==> src/sv/rafd_pkg.sv <==
// Shared types, constants and the hex digit decoder of the card frame decoder.
package rafd_pkg;

  localparam logic [7:0] START_MARK   = 8'h02;
  localparam logic [7:0] ASCII_ZERO   = 8'h30;
  localparam logic [7:0] ASCII_NINE   = 8'h39;
  localparam logic [7:0] ASCII_UPPER_A = 8'h41;
  localparam logic [7:0] ASCII_UPPER_F = 8'h46;
  localparam logic [7:0] ALPHA_OFFSET = 8'd55;

  localparam int unsigned FRAME_LEN = 14;
  localparam int unsigned IDX_W     = 4;

  // Frame positions that matter to the decode.
  localparam logic [IDX_W-1:0] IDX_START    = 4'd0;
  localparam logic [IDX_W-1:0] IDX_LAST_HEX = 4'd12;
  localparam logic [IDX_W-1:0] IDX_LAST_XOR = 4'd10;
  localparam logic [IDX_W-1:0] IDX_FIRST_ID = 4'd4;
  localparam logic [IDX_W-1:0] IDX_END      = IDX_W'(FRAME_LEN - 1);

  typedef enum logic [1:0] {
    STATUS_OK        = 2'd0,
    STATUS_BAD_START = 2'd1,
    STATUS_BAD_SUM   = 2'd2
  } status_e;

  typedef struct packed {
    logic        ok;
    logic [3:0]  val;
  } hex_t;

  typedef struct packed {
    logic        fire;
    logic [31:0] card_id;
    status_e     status;
  } result_t;

  // Decode one upper-case ASCII hex digit.
  function automatic hex_t hex_decode(input logic [7:0] c);
    hex_t h;
    logic [7:0] diff;
    h    = '0;
    diff = c - ALPHA_OFFSET;
    if (c >= ASCII_ZERO && c <= ASCII_NINE) begin
      h.ok  = 1'b1;
      h.val = c[3:0];
    end else if (c >= ASCII_UPPER_A && c <= ASCII_UPPER_F) begin
      h.ok  = 1'b1;
      h.val = diff[3:0];
    end
    return h;
  endfunction

endpackage

==> src/sv/rafd_if.sv <==
// Stream interfaces: received bytes in, decoded frame results out.
interface rafd_byte_if;
  logic       valid;
  logic       ready;
  logic [7:0] rx_byte;

  modport source (output valid, output rx_byte, input ready);
  modport sink   (input valid, input rx_byte, output ready);
endinterface

interface rafd_result_if;
  logic        valid;
  logic        ready;
  logic [31:0] card_id;
  logic [1:0]  frame_status;

  modport source (output valid, output card_id, output frame_status, input ready);
  modport sink   (input valid, input card_id, input frame_status, output ready);
endinterface

==> src/sv/rafd_frame_acc.sv <==
// Per-frame state: byte position, nibble pairing, checksum and card ID assembly.
module rafd_frame_acc
  import rafd_pkg::*;
(
  input  logic    clk_i,
  input  logic    rst_ni,
  input  logic    step_i,
  input  logic [7:0] byte_i,
  output result_t result_o
);

  logic [IDX_W-1:0] idx_q, idx_d;
  logic             start_good_q, start_good_d;
  logic [3:0]       high_q, high_d;
  logic [3:0]       low_q, low_d;
  logic [7:0]       xor_q, xor_d;
  logic [31:0]      id_q, id_d;
  logic             match_q, match_d;

  hex_t       hex;
  logic [7:0] pair;
  status_e    status;

  always_comb begin
    hex  = hex_decode(byte_i);
    pair = {high_q, low_q};

    idx_d        = idx_q;
    start_good_d = start_good_q;
    high_d       = high_q;
    low_d        = low_q;
    xor_d        = xor_q;
    id_d         = id_q;
    match_d      = match_q;

    if (step_i) begin
      if (idx_q == IDX_START) begin
        start_good_d = (byte_i == START_MARK);
        xor_d        = '0;
        id_d         = '0;
        match_d      = 1'b0;
        idx_d        = idx_q + 1'b1;
      end else if (idx_q <= IDX_LAST_HEX) begin
        if (idx_q[0]) begin
          if (hex.ok) high_d = hex.val;
        end else begin
          if (hex.ok) low_d = hex.val;
          pair = {high_q, low_d};
          if (idx_q <= IDX_LAST_XOR) begin
            xor_d = xor_q ^ pair;
            if (idx_q >= IDX_FIRST_ID) id_d = {id_q[23:0], pair};
          end else begin
            match_d = (pair == xor_q);
          end
        end
        idx_d = idx_q + 1'b1;
      end else begin
        idx_d = IDX_START;
      end
    end

    // Start check wins over the checksum.
    if (!start_good_q)  status = STATUS_BAD_START;
    else if (!match_q)  status = STATUS_BAD_SUM;
    else                status = STATUS_OK;

    // Flag the end mark position; the caller qualifies it with its step.
    result_o.fire    = (idx_q > IDX_LAST_HEX);
    result_o.status  = status;
    result_o.card_id = (status == STATUS_OK) ? id_q : '0;
  end

  always_ff @(posedge clk_i or negedge rst_ni) begin
    if (!rst_ni) begin
      idx_q        <= IDX_START;
      start_good_q <= 1'b0;
      high_q       <= '0;
      low_q        <= '0;
      xor_q        <= '0;
      id_q         <= '0;
      match_q      <= 1'b0;
    end else begin
      idx_q        <= idx_d;
      start_good_q <= start_good_d;
      high_q       <= high_d;
      low_q        <= low_d;
      xor_q        <= xor_d;
      id_q         <= id_d;
      match_q      <= match_d;
    end
  end

endmodule

==> src/sv/rfid_ascii_frame_decoder.sv <==
// Top level of the ASCII hex card frame decoder.
//
// Decodes 14-byte card-reader frames: a start mark (0x02), twelve upper-case
// ASCII hex digits that pair into six bytes, and an end mark that is counted
// but never checked. Frames are counted strictly in groups of 14 bytes with
// no resynchronization. A character that is not a hex digit keeps the last
// digit decoded in the same high or low role, even from an earlier frame.
// On the end mark one result is produced: frame_status 0 (ok) with the card
// ID made of data bytes 1..4 (byte 1 most significant), 1 when the start
// mark was wrong, or 2 when data bytes 0..4 XOR to something other than
// byte 5; card_id reads zero on any failure. One byte is taken per cycle
// at full rate when not stalled: a byte goes through an input register, then
// is decoded into the frame state and, on the end mark, into the result
// register, from which the result is offered. The input side only stalls
// when a new result is due while the previous one is still waiting to be
// taken.
module rfid_ascii_frame_decoder
  import rafd_pkg::*;
(
  input  logic          clk_i,
  input  logic          rst_ni,
  rafd_byte_if.sink     rx_i,
  rafd_result_if.source res_o
);

  logic        rx_valid_q;
  logic [7:0]  rx_byte_q;
  logic        res_valid_q, res_valid_d;
  logic [31:0] card_id_q;
  status_e     status_q;

  logic    advance;
  result_t res;

  rafd_frame_acc u_frame_acc (
    .clk_i    (clk_i),
    .rst_ni   (rst_ni),
    .step_i   (advance),
    .byte_i   (rx_byte_q),
    .result_o (res)
  );

  // Hold the registered byte only when it would finish a frame while the
  // result register is still full and not draining.
  assign advance    = rx_valid_q && (!res.fire || !res_valid_q || res_o.ready);
  assign rx_i.ready = !rx_valid_q || advance;

  always_comb begin
    res_valid_d = res_valid_q;
    if (advance && res.fire)       res_valid_d = 1'b1;
    else if (res_o.ready)          res_valid_d = 1'b0;
  end

  // Control state.
  always_ff @(posedge clk_i or negedge rst_ni) begin
    if (!rst_ni) begin
      rx_valid_q  <= 1'b0;
      res_valid_q <= 1'b0;
    end else begin
      if (rx_i.ready) rx_valid_q <= rx_i.valid;
      res_valid_q <= res_valid_d;
    end
  end

  // Payload: capture a byte on each input transfer, a result on each end mark.
  always_ff @(posedge clk_i) begin
    if (rx_i.valid && rx_i.ready) rx_byte_q <= rx_i.rx_byte;
    if (advance && res.fire) begin
      card_id_q <= res.card_id;
      status_q  <= res.status;
    end
  end

  assign res_o.valid        = res_valid_q;
  assign res_o.card_id      = card_id_q;
  assign res_o.frame_status = status_q;

endmodule
==> src/flat_wrapper.sv <==
// flat-port wrapper written by rule: the top's interface ports become plain ports
module rfid_ascii_frame_decoder_flat import rafd_pkg::*;
  (clk_i, rst_ni, rx_i_valid, rx_i_rx_byte, rx_i_ready, res_o_valid, res_o_card_id, res_o_frame_status, res_o_ready);
  rafd_byte_if rx_i_i ();
  rafd_result_if res_o_i ();
  input  logic clk_i;
  input  logic rst_ni;
  input wire logic [$bits(rx_i_i.valid)-1:0] rx_i_valid;
  input wire logic [$bits(rx_i_i.rx_byte)-1:0] rx_i_rx_byte;
  output wire logic [$bits(rx_i_i.ready)-1:0] rx_i_ready;
  output wire logic [$bits(res_o_i.valid)-1:0] res_o_valid;
  output wire logic [$bits(res_o_i.card_id)-1:0] res_o_card_id;
  output wire logic [$bits(res_o_i.frame_status)-1:0] res_o_frame_status;
  input wire logic [$bits(res_o_i.ready)-1:0] res_o_ready;
  assign rx_i_i.valid = rx_i_valid;
  assign rx_i_i.rx_byte = rx_i_rx_byte;
  assign rx_i_ready = rx_i_i.ready;
  assign res_o_valid = res_o_i.valid;
  assign res_o_card_id = res_o_i.card_id;
  assign res_o_frame_status = res_o_i.frame_status;
  assign res_o_i.ready = res_o_ready;
  rfid_ascii_frame_decoder u_core (.clk_i(clk_i), .rst_ni(rst_ni), .rx_i(rx_i_i), .res_o(res_o_i));
endmodule
==> config.mk <==
export PLATFORM = sky130hd
export DESIGN_NAME = rfid_ascii_frame_decoder_flat
export DESIGN_NICKNAME = d
export VERILOG_FILES = /design/src/sv/rafd_pkg.sv /design/src/sv/rafd_if.sv /design/src/sv/rafd_frame_acc.sv /design/src/sv/rfid_ascii_frame_decoder.sv /design/src/flat_wrapper.sv
export SDC_FILE = /design/constraint.sdc
export NUM_CORES = 1
export LEC_CHECK = 0
export BUFFER_PORTS_ARGS = -buffer_cell sky130_fd_sc_hd__clkbuf_2
export CAP_MARGIN = 20
export CORE_MARGIN = 5
export CORE_UTILIZATION = 54
export CTS_CLUSTER_SIZE = 12
export DETAILED_ROUTE_END_ITERATION = 8
export PLACE_DENSITY = 0.75
export SLEW_MARGIN = 20
export SYNTH_ARGS = -nofsm -noshare
export SYNTH_HDL_FRONTEND = slang
export SYNTH_SLANG_ARGS = --single-unit
==> constraint.sdc <==
create_clock -name clk_i -period 4.5 [get_ports clk_i]
set_input_delay 0.45 -clock clk_i [delete_from_list [all_inputs] [get_ports clk_i]]
set_output_delay 0.45 -clock clk_i [all_outputs]
set_load 0.03 [all_outputs]
# ---- After elaboration in Yosys (flattened, before gate mapping)
# Cells that the tools add are included.
dict set report totals {
  register_bits 98
  latch_bits 0
  ram_bits 0
  romBits 0
  inputBits 12
  output_inout_bits 36
  word_cells 78
  mem_count 0
}
dict set report op_classes {
  add_sub_neg 2
  mul 0
  div_mod_pow 0
  order_cmp 8
  eq_ne 4
  shift 0
  n_mux 26
  n_bitwise 3
  n_reduce_logical 23
}
# op n
set op_table {}
lappend op_table {{two-way mux 32 bit} 5}
lappend op_table {{two-way mux 8 bit} 4}
lappend op_table {{two-way mux 4 bit} 7}
lappend op_table {{AND reduction 4 bit} 3}
lappend op_table {{two-way mux 5 bit} 2}
lappend op_table {{AND reduction 5 bit} 2}
lappend op_table {{equality test 8 x 2 -> 1 bit (second input constant)} 1}
lappend op_table {{equality test 8 bit} 1}
lappend op_table {{>= comparator 8 x 6 -> 1 bit (second input constant)} 1}
lappend op_table {{>= comparator 8 x 7 -> 1 bit (second input constant)} 1}
lappend op_table {{<= comparator 4 bit (second input constant)} 2}
lappend op_table {{<= comparator 8 x 6 -> 1 bit (second input constant)} 1}
lappend op_table {{<= comparator 8 x 7 -> 1 bit (second input constant)} 1}
lappend op_table {{nonzero test 2 bit} 4}
lappend op_table {{bitwise XOR 8 bit} 1}
lappend op_table {{two-way mux 1 bit} 6}
lappend op_table {{logical AND 1 bit} 5}
lappend op_table {{adder 4 x 1 -> 4 bit (second input constant)} 1}
lappend op_table {{>= comparator 4 x 3 -> 1 bit (second input constant)} 1}
lappend op_table {{> comparator 4 bit (second input constant)} 1}
lappend op_table {{zero test 4 bit} 1}
lappend op_table {{two-way mux 2 bit} 2}
lappend op_table {{subtractor 4 x 3 -> 4 bit (second input constant)} 1}
lappend op_table {{zero test 1 bit} 3}
lappend op_table {{other kinds (6)} 9}

# ---- Depth between registers and ports, before layout
dict set report depth {
  word_depth 14
  depth_mapped 10
  ltp_nobuf 8
}

# ---- Modules after synthesis
# Synthesis repeated with hierarchy kept, for this count alone.
dict set report hier_totals {
  hier_cells 322
  area_unflattened_um2 4196.5
}
# module instances cells_per_inst area_each_um2 seq_area_each_um2
set by_module_without_submodules {}
lappend by_module_without_submodules {rafd_frame_acc 1 270 2829.0 1351.3}
lappend by_module_without_submodules {rfid_ascii_frame_decoder 1 52 1367.6 1311.3}

# ---- Worst setup path after synthesis
# OpenSTA, ideal clock, no wires.
dict set report synth_timing {
  path_type {reg2reg}
  startpoint {reg u_core.u_frame_acc.idx_q[0]}
  endpoint {reg u_core.card_id_q[0], in the netlist u_core.res_o.card_id[0] (enable)}
  setup_time_ps 425
  t_arrival_ps 2687
  required_ps 4075
  path_slack_ps 1388
  stages_incl_launch_ff 7
  path_buffers 1
  synth_period_minus_slack_ps 3112
  path_cell_list {dfrtp_1 inv_1 ha_1 nand3b_1 o21ai_0 clkbuf_1 nor2_1}
}
dict set report synth_via {
  elab_chain_cells 6
}
# item line_no
set synth_rtl {}
lappend synth_rtl {{from (decl)} rafd_frame_acc.sv:12} ;# logic [IDX_W-1:0] idx_q, idx_d;
lappend synth_rtl {{from (signal assigned)} rafd_frame_acc.sv:83} ;# idx_q <= idx_d;
lappend synth_rtl {{> comparator 4 bit *} rafd_frame_acc.sv:68} ;# result_o.fire = (idx_q > IDX_LAST_HEX);
lappend synth_rtl {{zero test 1 bit} rfid_ascii_frame_decoder.sv:45} ;# assign advance = rx_valid_q && (!res.fire || !res_valid_q || res_o.ready);
lappend synth_rtl {{logical OR 1 bit (2 in a row)} rfid_ascii_frame_decoder.sv:45}
lappend synth_rtl {{logical AND 1 bit} rfid_ascii_frame_decoder.sv:45}
lappend synth_rtl {{logical AND 1 bit *} rfid_ascii_frame_decoder.sv:68} ;# if (advance && res.fire) begin
lappend synth_rtl {{to (signal assigned)} rfid_ascii_frame_decoder.sv:69} ;# card_id_q <= res.card_id;
lappend synth_rtl {{to (decl)} rfid_ascii_frame_decoder.sv:29} ;# logic [31:0] card_id_q;
# Every way passes the cells marked *; elsewhere a longest branch is shown, timed or not.
# A chain may end at the register's enable or synchronous reset.

# ---- Worst setup path after layout
dict set report layout_timing {
  startpoint {reg u_core.u_frame_acc.idx_q[0]}
  endpoint {reg u_core.u_frame_acc.id_q[18]}
}
dict set report layout_via {
  elab_chain_cells 6
  elab_cells_between_ends 15
  classes_between {order compare: 4; eq/ne: 1; mux: 1; reduce/logical: 9}
}
# item line_no
set layout_rtl {}
lappend layout_rtl {{> comparator 4 bit} rafd_frame_acc.sv:68}
lappend layout_rtl {{zero test 1 bit} rfid_ascii_frame_decoder.sv:45}
lappend layout_rtl {{logical OR 1 bit (2 in a row)} rfid_ascii_frame_decoder.sv:45}
lappend layout_rtl {{logical AND 1 bit} rfid_ascii_frame_decoder.sv:45}
lappend layout_rtl {{AND reduction 5 bit (no source line)} --}
lappend layout_rtl {{to (signal assigned)} rafd_frame_acc.sv:88} ;# id_q <= id_d;
lappend layout_rtl {{to (decl)} rafd_frame_acc.sv:17} ;# logic [31:0] id_q, id_d;
# Several ways; a longest one is shown, not always the timed one.

==> out/metrics.csv <==
metric,value,unit
final_layout_size_suffix_gt1_share,22.2,%
static_power_due_to_leakage,2.13,nW
finalSetupViolations,0,
post-synth-top-area-fraction,33.7,%
use_met1,21.0,%
synthesis.yosys.warnings,0,
timing.max_cap.violations,0,
first_global_vias,2599,
placeableCoreArea,0.00761,mm²
grt_antenna_before_repair,0,
max-vdd-ir-drop,0.000292,V
cts_buffer_depth,2,
clock_tree_from_tritoncts,done,
regToRegSetupSlack,1.65,ns
cts-htree-levels,3,
timing.final.max_slew_violations,0,
synthesis.nets,345,
gp_congestion,0.876,
pwr-share-comb,23.3,%
route.detailed.vias_per_inst,5.59,
cp.arrival,3.16,ns
busiest_layer,met2,
final.setup.tns,0,ns
fin_nets,388,
final_min_period_over_clock_period,63.3,%
number_of_buffers_inserted_for_hold_repair_after_clock_tree_synthesis,0,
die_area,0.00955,mm²
max_freq,351,MHz
detailed_place_hpwl,4980,µm
result_of_the_run,"finished, final reports clean",
layout-area-overhead-vs-synth,12.6,%
synth_largest_area_cell,sky130_fd_sc_hd__dfrtp_1,
initial_core_util,54.6,%
std_cell_rows,32,
io_buffer_count,47,
grt_remaining_overflow,0,
synth.ff_latch_count,98,
drt_iter0_drc,161,
cp.required,4.81,ns
syn-cell-area,0.00416,mm²
global_route.usage.total,16.3,%
p_sw,811,µW
grt_pass1_wl,12500,µm
power.share.switching,33.3,%
rsz0062_at_grt,false,
post-cts-setup-buffers,0,
cts_made_buffers,9,
place_area,0.00448,mm²
power_frac_clock,22.4,%
transition_at_the_pin_with_the_smallest_max_transition_slack,0.893,ns
clk_latency,0.37,ns
pin_count_of_the_biggest_net_entering_global_routing,57,
floorplan.die.height,97.7,µm
antenna_cells,0,
internal-power,1.62,mW
met3_usage,4.38,%
ys_dominant_reg_cell,sky130_fd_sc_hd__dfrtp_1,
drt_first_pass_iters,4,
ant_nets,0,
cellPowerDensity,521,mW/mm²
syn_inst,326,
cts_resized,0,
setup_cp_type,reg2reg,
slew_headroom,40.3,%
timing.critical_path.from_type,register,
synth_top_cells_by_area,"sky130_fd_sc_hd__dfrtp_1 34%, sky130_fd_sc_hd__edfxtp_1 30%, sky130_fd_sc_hd__a22o_1 6.3%",
worst_setup_hold_path_clk_slew,0.10,ns
finalHoldViolCount,0,
worst-path-max-fanout,32,
drc_errors,0,
yosysUniqueCellTypes,50,
clock-sinks,98,
share_of_synthesized_area_occupied_by_flip_flops_and_latches,64.1,%
period_needed,2.85,ns
syn_area_per_cell,12.7,µm²
pwr-share-seq,54.2,%
die_width,97.7,µm
stdcell_area,0.00468,mm²
num_vias,2660,
routed_wire_length_per_instance,15.3,µm
critPathCaptureType,register,
route.final.wire_length,7290,µm
ioPinCount,48,
min_path_type,in2async,
clock-root-buffer,sky130_fd_sc_hd__clkbuf_8,
ys_async_sr_fraction,57.1,%
post_synth_edffs,42,
final.setup_skew,0.0108,ns
grtUsageMet2,26.1,%
[cell families (layout without fill, tap and decap cells)]
logic type / count (synthesis) / in the layout / share of synthesized area, %
flops: 98 / 98 / 64.1
simple gates: 92 / 92 / 12.3
compound gates: 91 / 91 / 16.9
buf+inv: 31 / 79 / 2.95
fa+ha+maj: 7 / 7 / 2.11
xor+xnor: 4 / 4 / 0.843
mux: 3 / 3 / 0.813
[critical path, stage by stage (launching register included)]
cell and delay (ns):
sky130_fd_sc_hd__dfrtp_1 0.46, sky130_fd_sc_hd__inv_1 0.15, sky130_fd_sc_hd__ha_1 0.26, sky130_fd_sc_hd__nand3b_1 0.31, sky130_fd_sc_hd__o21ai_1 0.67, sky130_fd_sc_hd__or2_2 0.32, sky130_fd_sc_hd__a21o_1 0.11, sky130_fd_sc_hd__buf_4 0.30
sky130_fd_sc_hd__a22o_1 0.20
[final timing paths]
path,from,endpoint,cells past startpoint
setup / recovery,u_core.u_frame_acc.idx_q[0]$_DFFE_PN0P_,u_core.u_frame_acc.id_q[18]$_DFFE_PN0P_,8
hold / removal,rst_ni,u_core.rx_valid_q$_DFFE_PN0N_,2
setup reg to reg,u_core.u_frame_acc.idx_q[0]$_DFFE_PN0P_,u_core.u_frame_acc.id_q[18]$_DFFE_PN0P_,8
hold reg to reg,u_core.u_frame_acc.low_q[2]$_DFFE_PN0P_,u_core.u_frame_acc.low_q[2]$_DFFE_PN0P_,1
max in group asynchronous,rst_ni,u_core.u_frame_acc.id_q[25]$_DFFE_PN0P_,2
min in group clk_i,rx_i_rx_byte[3],u_core.rx_byte_q[3]$_DFFE_PP_,1
[cell type report]
| class | instances | area (µm²) |
|---|---|---|
| Fill cell | 621 | 2930 |
| Sequential cell | 98 | 2660 |
| Multi-Input combinational cell | 197 | 1380 |
| Timing Repair Buffer | 51 | 265 |
| Clock buffer | 10 | 138 |
| Tap cell | 102 | 128 |
| Clock inverter | 6 | 58.8 |
| Inverter | 12 | 45.0 |
[sequential cells by signal, summed over array words and instances (netlist names)]
register	cells
u_core.res_o.frame_status	2
u_core.rx_valid_q	1
u_core.u_frame_acc.xor_q	8
u_core.rx_byte_q	8
u_core.u_frame_acc.match_q	1
u_core.u_frame_acc.idx_q	4
u_core.u_frame_acc.low_q	4
u_core.u_frame_acc.start_good_q	1
u_core.res_o.valid	1
u_core.u_frame_acc.id_q	32
u_core.u_frame_acc.high_q	4
u_core.res_o.card_id	32
[routing by layer]
layer,vias up,part of all wire (%)
li1,1304,-
met1,1274,43
met2,72,49
met3,10,5.6
met4,0,1.9
met5,-,0
[cell usage after synthesis (all sizes together), types with 3 or more instances]
cell,count
dfrtp,56
and3,33
nor2,15
or3,4
o21ai,30
inv,12
mux2,3
o31ai,3
nand2,14
xor2,3
edfxtp,42
a22o,32
a21oi,8
clkbuf,13
nor3,6
buf,6
ha,7
nand4,4
nand2b,5
[layout by cell type (no fill, tap or decap), types with 2 or more instances in the layout]
cell type / synthesis / layout
sky130_fd_sc_hd__a21oi_1: 7 / 7
sky130_fd_sc_hd__a22o_1: 30 / 30
sky130_fd_sc_hd__a22o_2: 2 / 2
sky130_fd_sc_hd__a22oi_1: 2 / 2
sky130_fd_sc_hd__a31oi_1: 2 / 2
sky130_fd_sc_hd__and3_1: 33 / 33
sky130_fd_sc_hd__buf_4: 0 / 4
sky130_fd_sc_hd__clkbuf_2: 0 / 47
sky130_fd_sc_hd__clkbuf_8: 0 / 10
sky130_fd_sc_hd__dfrtp_1: 56 / 56
sky130_fd_sc_hd__edfxtp_1: 42 / 42
sky130_fd_sc_hd__ha_1: 7 / 7
sky130_fd_sc_hd__inv_1: 12 / 12
sky130_fd_sc_hd__inv_6: 0 / 3
sky130_fd_sc_hd__mux2_2: 3 / 3
sky130_fd_sc_hd__nand2_1: 14 / 14
sky130_fd_sc_hd__nand2b_1: 5 / 5
sky130_fd_sc_hd__nand4_1: 4 / 4
sky130_fd_sc_hd__nor2_1: 14 / 12
sky130_fd_sc_hd__nor2_2: 1 / 2
sky130_fd_sc_hd__nor2b_1: 2 / 2
sky130_fd_sc_hd__nor3_1: 5 / 5
sky130_fd_sc_hd__o21ai_0: 30 / 29
sky130_fd_sc_hd__o22a_1: 2 / 2
sky130_fd_sc_hd__o2bb2ai_1: 2 / 2
sky130_fd_sc_hd__o31ai_1: 2 / 2
sky130_fd_sc_hd__or3_1: 4 / 4
sky130_fd_sc_hd__xor2_1: 3 / 3
[power groups by stage]
stage / clock network, mW / registers, mW / logic (mW)
after detailed placement: 0 / 1.34 / 0.572
after floorplan: 0 / 1.28 / 0.461
after global placement: 0 / 1.33 / 0.546
final: 0.546 / 1.32 / 0.568
after global routing: 0.597 / 1.35 / 0.642
after CTS: 0.563 / 1.32 / 0.575
[per-stage QoR]
stage | setup slack, ns | util [%] | total power [mW] | hold slack [ns] | instances
floorplan | 1.39 | - | 1.74 | 0.154 | 326
global placement | 1.59 | 58.9 | 1.87 | 0.483 | 460
detailed placement | 1.41 | 58.9 | 1.91 | 0.494 | 460
CTS | 1.38 | 61.5 | 2.46 | 0.226 | 476
global route | 1.40 | 61.5 | 2.59 | 0.232 | 476
finish | 1.65 | 61.5 | 2.44 | 0.205 | 476
(Power assumes the default switching activity.)
